===== src/hdl/bst_pkg.sv =====
// shared constants, types and codes for the board status table
package bst_pkg;

	localparam int BOARDS     = 128;
	localparam int COIL_BYTES = 17;
	localparam int COIL_BITS  = COIL_BYTES * 8;
	localparam int ADDR_W     = (BOARDS > 1) ? $clog2(BOARDS) : 1;
	localparam int BI_W       = $clog2(COIL_BYTES);
	localparam int BIT_W      = $clog2(COIL_BITS);

	localparam logic [3:0] OP_STORE     = 4'd0;
	localparam logic [3:0] OP_MERGE     = 4'd1;
	localparam logic [3:0] OP_READ_BYTE = 4'd2;
	localparam logic [3:0] OP_READ_BIT  = 4'd3;
	localparam logic [3:0] OP_ONLINE    = 4'd4;
	localparam logic [3:0] OP_ALARMS    = 4'd5;
	localparam logic [3:0] OP_ZERO_HIT  = 4'd6;
	localparam logic [3:0] OP_ERROR     = 4'd7;
	localparam logic [3:0] OP_END_ROUND = 4'd8;

	localparam logic [31:0] STALE_ROUNDS = 32'd3;
	localparam logic [15:0] COUNT_MAX    = 16'hFFFF;
	localparam logic [17:0] FLAG_LIMIT   = 18'd2;
	localparam logic [1:0]  LAST_SLOT    = 2'd2;

	typedef struct packed {
		logic [3:0] operation;
		logic [7:0] board;
		logic [7:0] byte_index;
		logic [9:0] bit_index;
		logic [3:0] merge_len;
		logic [7:0] data_byte;
	} item_t;

	typedef struct packed {
		logic [63:0] read_value;
		logic        zero_alarm;
		logic        addr_conflict;
	} result_t;

	typedef logic [COIL_BYTES-1:0][7:0] coil_t;

	typedef struct packed {
		logic        online;
		logic [31:0] last_seen;
		coil_t       coil;
	} row_t;

	typedef struct packed {
		logic              load;
		logic              end_round;
		logic              exec;
		logic              scan_rd;
		logic [ADDR_W-1:0] scan_addr;
		logic              finish;
	} ctl_cmd_t;

endpackage


===== src/hdl/bst_ctrl.sv =====
// controller state machine: item sequencing, round walk and result handshake
module bst_ctrl import bst_pkg::*; (
	input  logic     clk,
	input  logic     arst_n,
	input  logic     in_valid,
	input  logic     op_end,
	output logic     in_ready,
	input  logic     out_ready,
	output logic     out_valid,
	output ctl_cmd_t cmd
);
	localparam logic [1:0] S_IDLE  = 2'd0;
	localparam logic [1:0] S_EXEC  = 2'd1;
	localparam logic [1:0] S_WALK  = 2'd2;
	localparam logic [1:0] S_DRAIN = 2'd3;
	localparam logic [ADDR_W-1:0] LAST_BOARD = ADDR_W'(BOARDS - 1);

	logic [1:0]        state_q;
	logic [ADDR_W-1:0] walk_q;
	logic              out_valid_q;

	assign in_ready  = (state_q == S_IDLE) && (!out_valid_q || out_ready);
	assign out_valid = out_valid_q;

	always_comb begin
		cmd           = '0;
		cmd.load      = in_valid && in_ready;
		cmd.end_round = cmd.load && op_end;
		cmd.exec      = (state_q == S_EXEC);
		cmd.scan_rd   = (state_q == S_WALK);
		cmd.scan_addr = walk_q;
		cmd.finish    = cmd.exec || ((state_q == S_WALK) && (walk_q == '0));
	end

	always_ff @(posedge clk or negedge arst_n) begin
		if (!arst_n) begin
			state_q     <= S_IDLE;
			walk_q      <= '0;
			out_valid_q <= 1'b0;
		end else begin
			if (cmd.finish) begin
				out_valid_q <= 1'b1;
			end else if (out_ready) begin
				out_valid_q <= 1'b0;
			end
			unique case (state_q)
				S_IDLE: begin
					walk_q <= '0;
					if (cmd.load) begin
						state_q <= op_end ? S_WALK : S_EXEC;
					end
				end
				S_EXEC: begin
					state_q <= S_IDLE;
				end
				S_WALK: begin
					if (walk_q == LAST_BOARD) begin
						state_q <= S_DRAIN;
					end else begin
						walk_q <= walk_q + 1'b1;
					end
				end
				S_DRAIN: begin
					state_q <= S_IDLE;
				end
				default: begin
					state_q <= S_IDLE;
				end
			endcase
		end
	end

	a_ready_idle: assert property (@(posedge clk) disable iff (!arst_n)
		in_ready |-> (state_q == S_IDLE))
		else $error("ready outside idle");

	a_no_overwrite: assert property (@(posedge clk) disable iff (!arst_n)
		cmd.finish |-> !out_valid_q)
		else $error("result register overwritten");

	a_walk_bound: assert property (@(posedge clk) disable iff (!arst_n)
		(state_q == S_WALK) |-> (walk_q <= LAST_BOARD))
		else $error("walk beyond last board");

	a_walk_ends: assert property (@(posedge clk) disable iff (!arst_n)
		(state_q == S_DRAIN) |=> (state_q == S_IDLE))
		else $error("drain did not return to idle");
endmodule


===== config.mk =====
export PLATFORM = sky130hd
export DESIGN_NAME = bst_ctrl
export DESIGN_NICKNAME = d
export VERILOG_FILES = /design/src/hdl/bst_pkg.sv /design/src/hdl/bst_ctrl.sv
export SDC_FILE = /design/constraint.sdc
export NUM_CORES = 1
export LEC_CHECK = 0
export ABC_AREA = 1
export BUFFER_PORTS_ARGS = -buffer_cell sky130_fd_sc_hd__buf_4
export CAP_MARGIN = 25
export CORE_AREA = 2 2 39 41
export CTS_CLUSTER_SIZE = 12
export DETAILED_ROUTE_END_ITERATION = 8
export DIE_AREA = 0 0 41 43
export PLACE_DENSITY_LB_ADDON = 0.1
export SYNTH_ARGS = -nofsm -noshare
export SYNTH_HDL_FRONTEND = slang
export SYNTH_SLANG_ARGS = --single-unit

===== constraint.sdc =====
create_clock -name clk -period 2.2 [get_ports clk]
set_clock_uncertainty 0.05 [all_clocks]
set_input_delay 0.11 -clock clk [delete_from_list [all_inputs] [get_ports clk]]
set_output_delay 0.11 -clock clk [all_outputs]
set_load 0.05 [all_outputs]

==> Word level (Yosys, flattened, before mapping) <==
Cells that the tools add are included.
{ "word_totals": {"inputBits": 5, "output_inout_bits": 14, "regBits": 10, "word_cells": 33} }
{ "op_classes": {"addsub": 1, "eq_ne": 7, "n_reduce_logical": 14, "n_mux": 8} }
{ "ops": {"columns": ["cell", "count"], "rows": [
  ["7-bit case mux with 2 select lines", 1],
  ["7-bit by 1-bit adder with 7-bit output, second input constant", 1],
  ["7-bit equality test, second input constant", 1],
  ["7-bit zero test", 1],
  ["7-bit two-way mux", 1],
  ["2-bit two-way mux", 3],
  ["2-bit case mux with 3 select lines", 1],
  ["2-bit equality test, second input constant", 2],
  ["1-bit logical AND", 4],
  ["2-bit != test, second input constant", 2],
  ["2-bit AND reduction", 2],
  ["2-bit nonzero test", 2],
  ["2-bit by 1-bit equality test with 1-bit output, second input constant", 1],
  ["2-bit zero test", 1],
  ["1-bit logical OR", 2],
  ["1-bit two-way mux", 2],
  ["2-bit by 1-bit != test with 1-bit output, second input constant", 1],
  ["2-bit OR reduction", 1],
  ["1-bit zero test", 1]
]} }

==> Depth between registers and ports, before layout <==
{ "depth": {"word_depth": 6, "ltp_mapped": 8, "mapped_depth_nobuf": 8} }

==> Worst setup path after synthesis <==
OpenSTA, ideal clock, no wires.
{ "synth_timing": {"kind": "reg2out", "from": "register out_valid_q (netlist: out_valid)", "to": "output cmd[10] (netlist bit)", "n_path_buf": 0, "arrival_ns": 1.832, "path_stages_with_launch": 6, "slack_ns": 0.208, "t_required_ns": 2.040, "path_cell_list": "dfrtp_1 nand2_1 inv_1 nor2_4 nand2_2 nor2_1"} }
{ "synth_lines": {"columns": ["item", "line", "text"], "rows": [
  ["start, declared", "bst_ctrl.sv:20", "logic out_valid_q;"],
  ["start signal, assigned", "bst_ctrl.sv:39", "out_valid_q <= 1'b0;"],
  ["start signal, assigned", "bst_ctrl.sv:42", "out_valid_q <= 1'b1;"],
  ["start signal, assigned", "bst_ctrl.sv:44", "out_valid_q <= 1'b0;"],
  ["end, declared", "bst_ctrl.sv:10", "output ctl_cmd_t cmd"]
]} }

==> impl_metrics.env <==
export IMPL_outcome="finished clean"
export IMPL_worst_pin_slew_ps=267
export IMPL_die_w_microns=41
export IMPL_drv_slew=0
export IMPL_yosysSeqAreaShare=0.388
export IMPL_vias_per_cell=4.86
export IMPL_ys_ff_latch=10
export IMPL_drc=0
export IMPL_grt_usage=0.199
export IMPL_worstSetupStartpointType="flip-flop"
export IMPL_postLayoutCellArea_sq_um=821
export IMPL_totalWireLength_mm=1.33
export IMPL_cp_cell_sequence="inv_1 -> ha_1 -> inv_1 -> nor2_1 -> nand4_1 -> nand2_1 -> buf_4"
export IMPL_antenna_found_initial=0
export IMPL_synth_fp_nets=91
export IMPL_cts_max_path_buffers=2
export IMPL_vias=588
export IMPL_critPathTopFamily="flip-flops"
export IMPL_hold_path_class="input port to flip-flop"
export IMPL_endpoint_kind="output port"
export IMPL_fin_nets=114
export IMPL_firstDrtPassIters=4
export IMPL_fin_ws_ps=472
export IMPL_placed_area_sq_um=788
export IMPL_hpwl_mm=1.04
export IMPL_area_delta_synth_final_pct=27.4
export IMPL_antenna_cells=0
export IMPL_pin_count=19
export IMPL_setup_viol=0
export IMPL_synth_edf_count=0
export IMPL_fin_crit_sh=0.786
export IMPL_initial_utilization=0.466
export IMPL_yosysWarningCount=0
export IMPL_htree_num_levels=1
export IMPL_slew_limit_headroom=0.822
export IMPL_grt_overflow_total=0
export IMPL_rows=14
export IMPL_ant_nets=0
export IMPL_crit_path_top_delay_cell="dfrtp_1"
export IMPL_stdcell_count=121
export IMPL_synth_area_sq_um=644
export IMPL_netlist_area_leader_share=0.388
export IMPL_vdd_drop_max_mv=0.873
export IMPL_min_path_cells=4
export IMPL_post_drt_wl_per_cell_microns=11.0
export IMPL_finalCriticalPeriod_ps=1730
export IMPL_clkTransAtPathRegs_ps=60
export IMPL_synth_ff_type="dfrtp_1"
export IMPL_min_from="out_ready"
export IMPL_grt_pass1_wl_mm=2.28
export IMPL_max_stage_delay_ps=450
export IMPL_r2r_cells=8
export IMPL_synthDistinctLibCells=19
export IMPL_crit_type="flip-flop to output port"
export IMPL_tns_ps=0
export IMPL_regToRegStartpoint="walk_q[0]$_DFFE_PN0P_"
export IMPL_path_buf_inv=3
export IMPL_grt_max_degree=11
export IMPL_post_place_ws_ps=747
export IMPL_die_area_sq_um=1760
export IMPL_ys_async_sr_fraction=1.00
export IMPL_synth_top_cells_by_area="dfrtp_1, nand2_1, nand3_1"
export IMPL_required_ps=2040
export IMPL_cpMostUsedCell="inv_1"
export IMPL_cp_arrival_ps=1570
export IMPL_first_global_vias=559
export IMPL_critPathMaxFanout=7
export IMPL_cap_violations=0
export IMPL_syn_area_per_cell_sq_um=7.67
export IMPL_clkSinkCount=10
export IMPL_numCtsBuffers=3
export IMPL_leakage_nw=0.431
export IMPL_rsz0062_at_grt="no"
export IMPL_dp_cells=117
export IMPL_first_iter_violations=10
export IMPL_root_buffer="clkbuf_4"
export IMPL_p_per_area_nw_per_um2=1380
export IMPL_synth_area_leader_cell="dfrtp_1"
export IMPL_cp_depth=7
export IMPL_drive_above_1_share=0.333
export IMPL_die_h_microns=43
export IMPL_startpoint="walk_q[0]$_DFFE_PN0P_"
export IMPL_cts_tree="done"
export IMPL_gp_congestion=0.857
export IMPL_core_sq_um=1380
export IMPL_io_buffers=18
export IMPL_clock_latency_ps=270
export IMPL_cts_resized=0
export IMPL_finalHoldViolCount=0
export IMPL_fmax_ghz=0.579
export IMPL_synth_cells=84
[layout by cell type (no fill, tap or decap), types with 3 or more instances in the layout]
| cell type | count |
|---|---|
| buf_4 | 18 |
| nand2_1 | 15 |
| inv_1 | 13 |
| nand3_1 | 10 |
| dfrtp_1 | 10 |
| nor2_1 | 8 |
| nor2_4 | 3 |
| nand2_2 | 3 |
| nand4_1 | 3 |
| o21ai_0 | 3 |
| clkbuf_4 | 3 |
[cell usage after synthesis (3+ instances only)]
cell and n:
o21ai_0 3, inv_1 13, nand3_1 10, nand4_1 3, nand2_1 15, nor2_1 8, nand2_2 3, nor2_4 3
dfrtp_1 10
[where the power goes]
part / total [mW] / switching (mW) / internal [mW]
clock network: 0.124 / 0.0605 / 0.0631
registers: 0.287 / 0.0604 / 0.227
logic: 0.724 / 0.511 / 0.213
total: 1.14 / 0.632 / 0.503
[routing by layer]
metal / global-route usage / part of all wire
met1: 0.256 / 0.47
met2: 0.278 / 0.46
met3: 0.0628 / 0.045
met4: 0.120 / 0.032
met5: 0 / 0
[state kept, by name, summed over array words and instances (netlist names)]
register / flops
state_q: 2
out_valid: 1
walk_q: 7
[through the flow]
stage | utilization | total power, mW | hold slack [ps]
finish | 0.593 | 1.14 | 77.7
global route | 0.593 | 1.22 | 119
CTS | 0.593 | 1.15 | 73.1
detailed placement | 0.570 | 1.02 | -102
global placement | 0.570 | 1.01 | -102
floorplan | - | 0.836 | -236
[kinds of logic (layout without fill, tap and decap cells)]
kind of cell | after synthesis | in the layout | share of synthesized area
AND/OR/NAND/NOR | 47 | 47 | 0.386
flip-flops | 10 | 10 | 0.388
XOR/XNOR | 1 | 1 | 0.0136
AO/OA/AOI/OAI | 8 | 8 | 0.0680
buffers and inverters | 16 | 37 | 0.105
adder cells (fa/ha/maj) | 2 | 2 | 0.0388
[area by class of cell]
class	instances	area (sq um)
fill	138	563
multi-input combinational	58	327
sequential	10	250
timing repair buffer	19	145
inverter	15	56.3
clock buffer	3	22.5
tap	16	20.0
[final timing paths]
check                                          to  slack (ps)
max                                        cmd[0]         470
min                         out_valid$_DFFE_PN0P_          80
max reg2reg                 walk_q[5]$_DFFE_PN0P_         720
min reg2reg                 out_valid$_DFFE_PN0P_         490
max in group asynchronous  state_q[0]$_DFFE_PN0P_        1790
min in group asynchronous   walk_q[1]$_DFFE_PN0P_         160
[worst reg2reg max path: cells and delay by family (launching register included)]
family / cells / cell delay (ps)
adders and majority gates: 1 / 240
DFF: 1 / 450
and+or+nand+nor: 7 / 630
[repair_timing]
item / 4_1_cts / 5_1_grt
hold buffers: 1 / 0
buffers inserted: 0 / 0
hold endpoints to repair: 10 / 0
No activity file was read; power rests on OpenSTA's default activity.
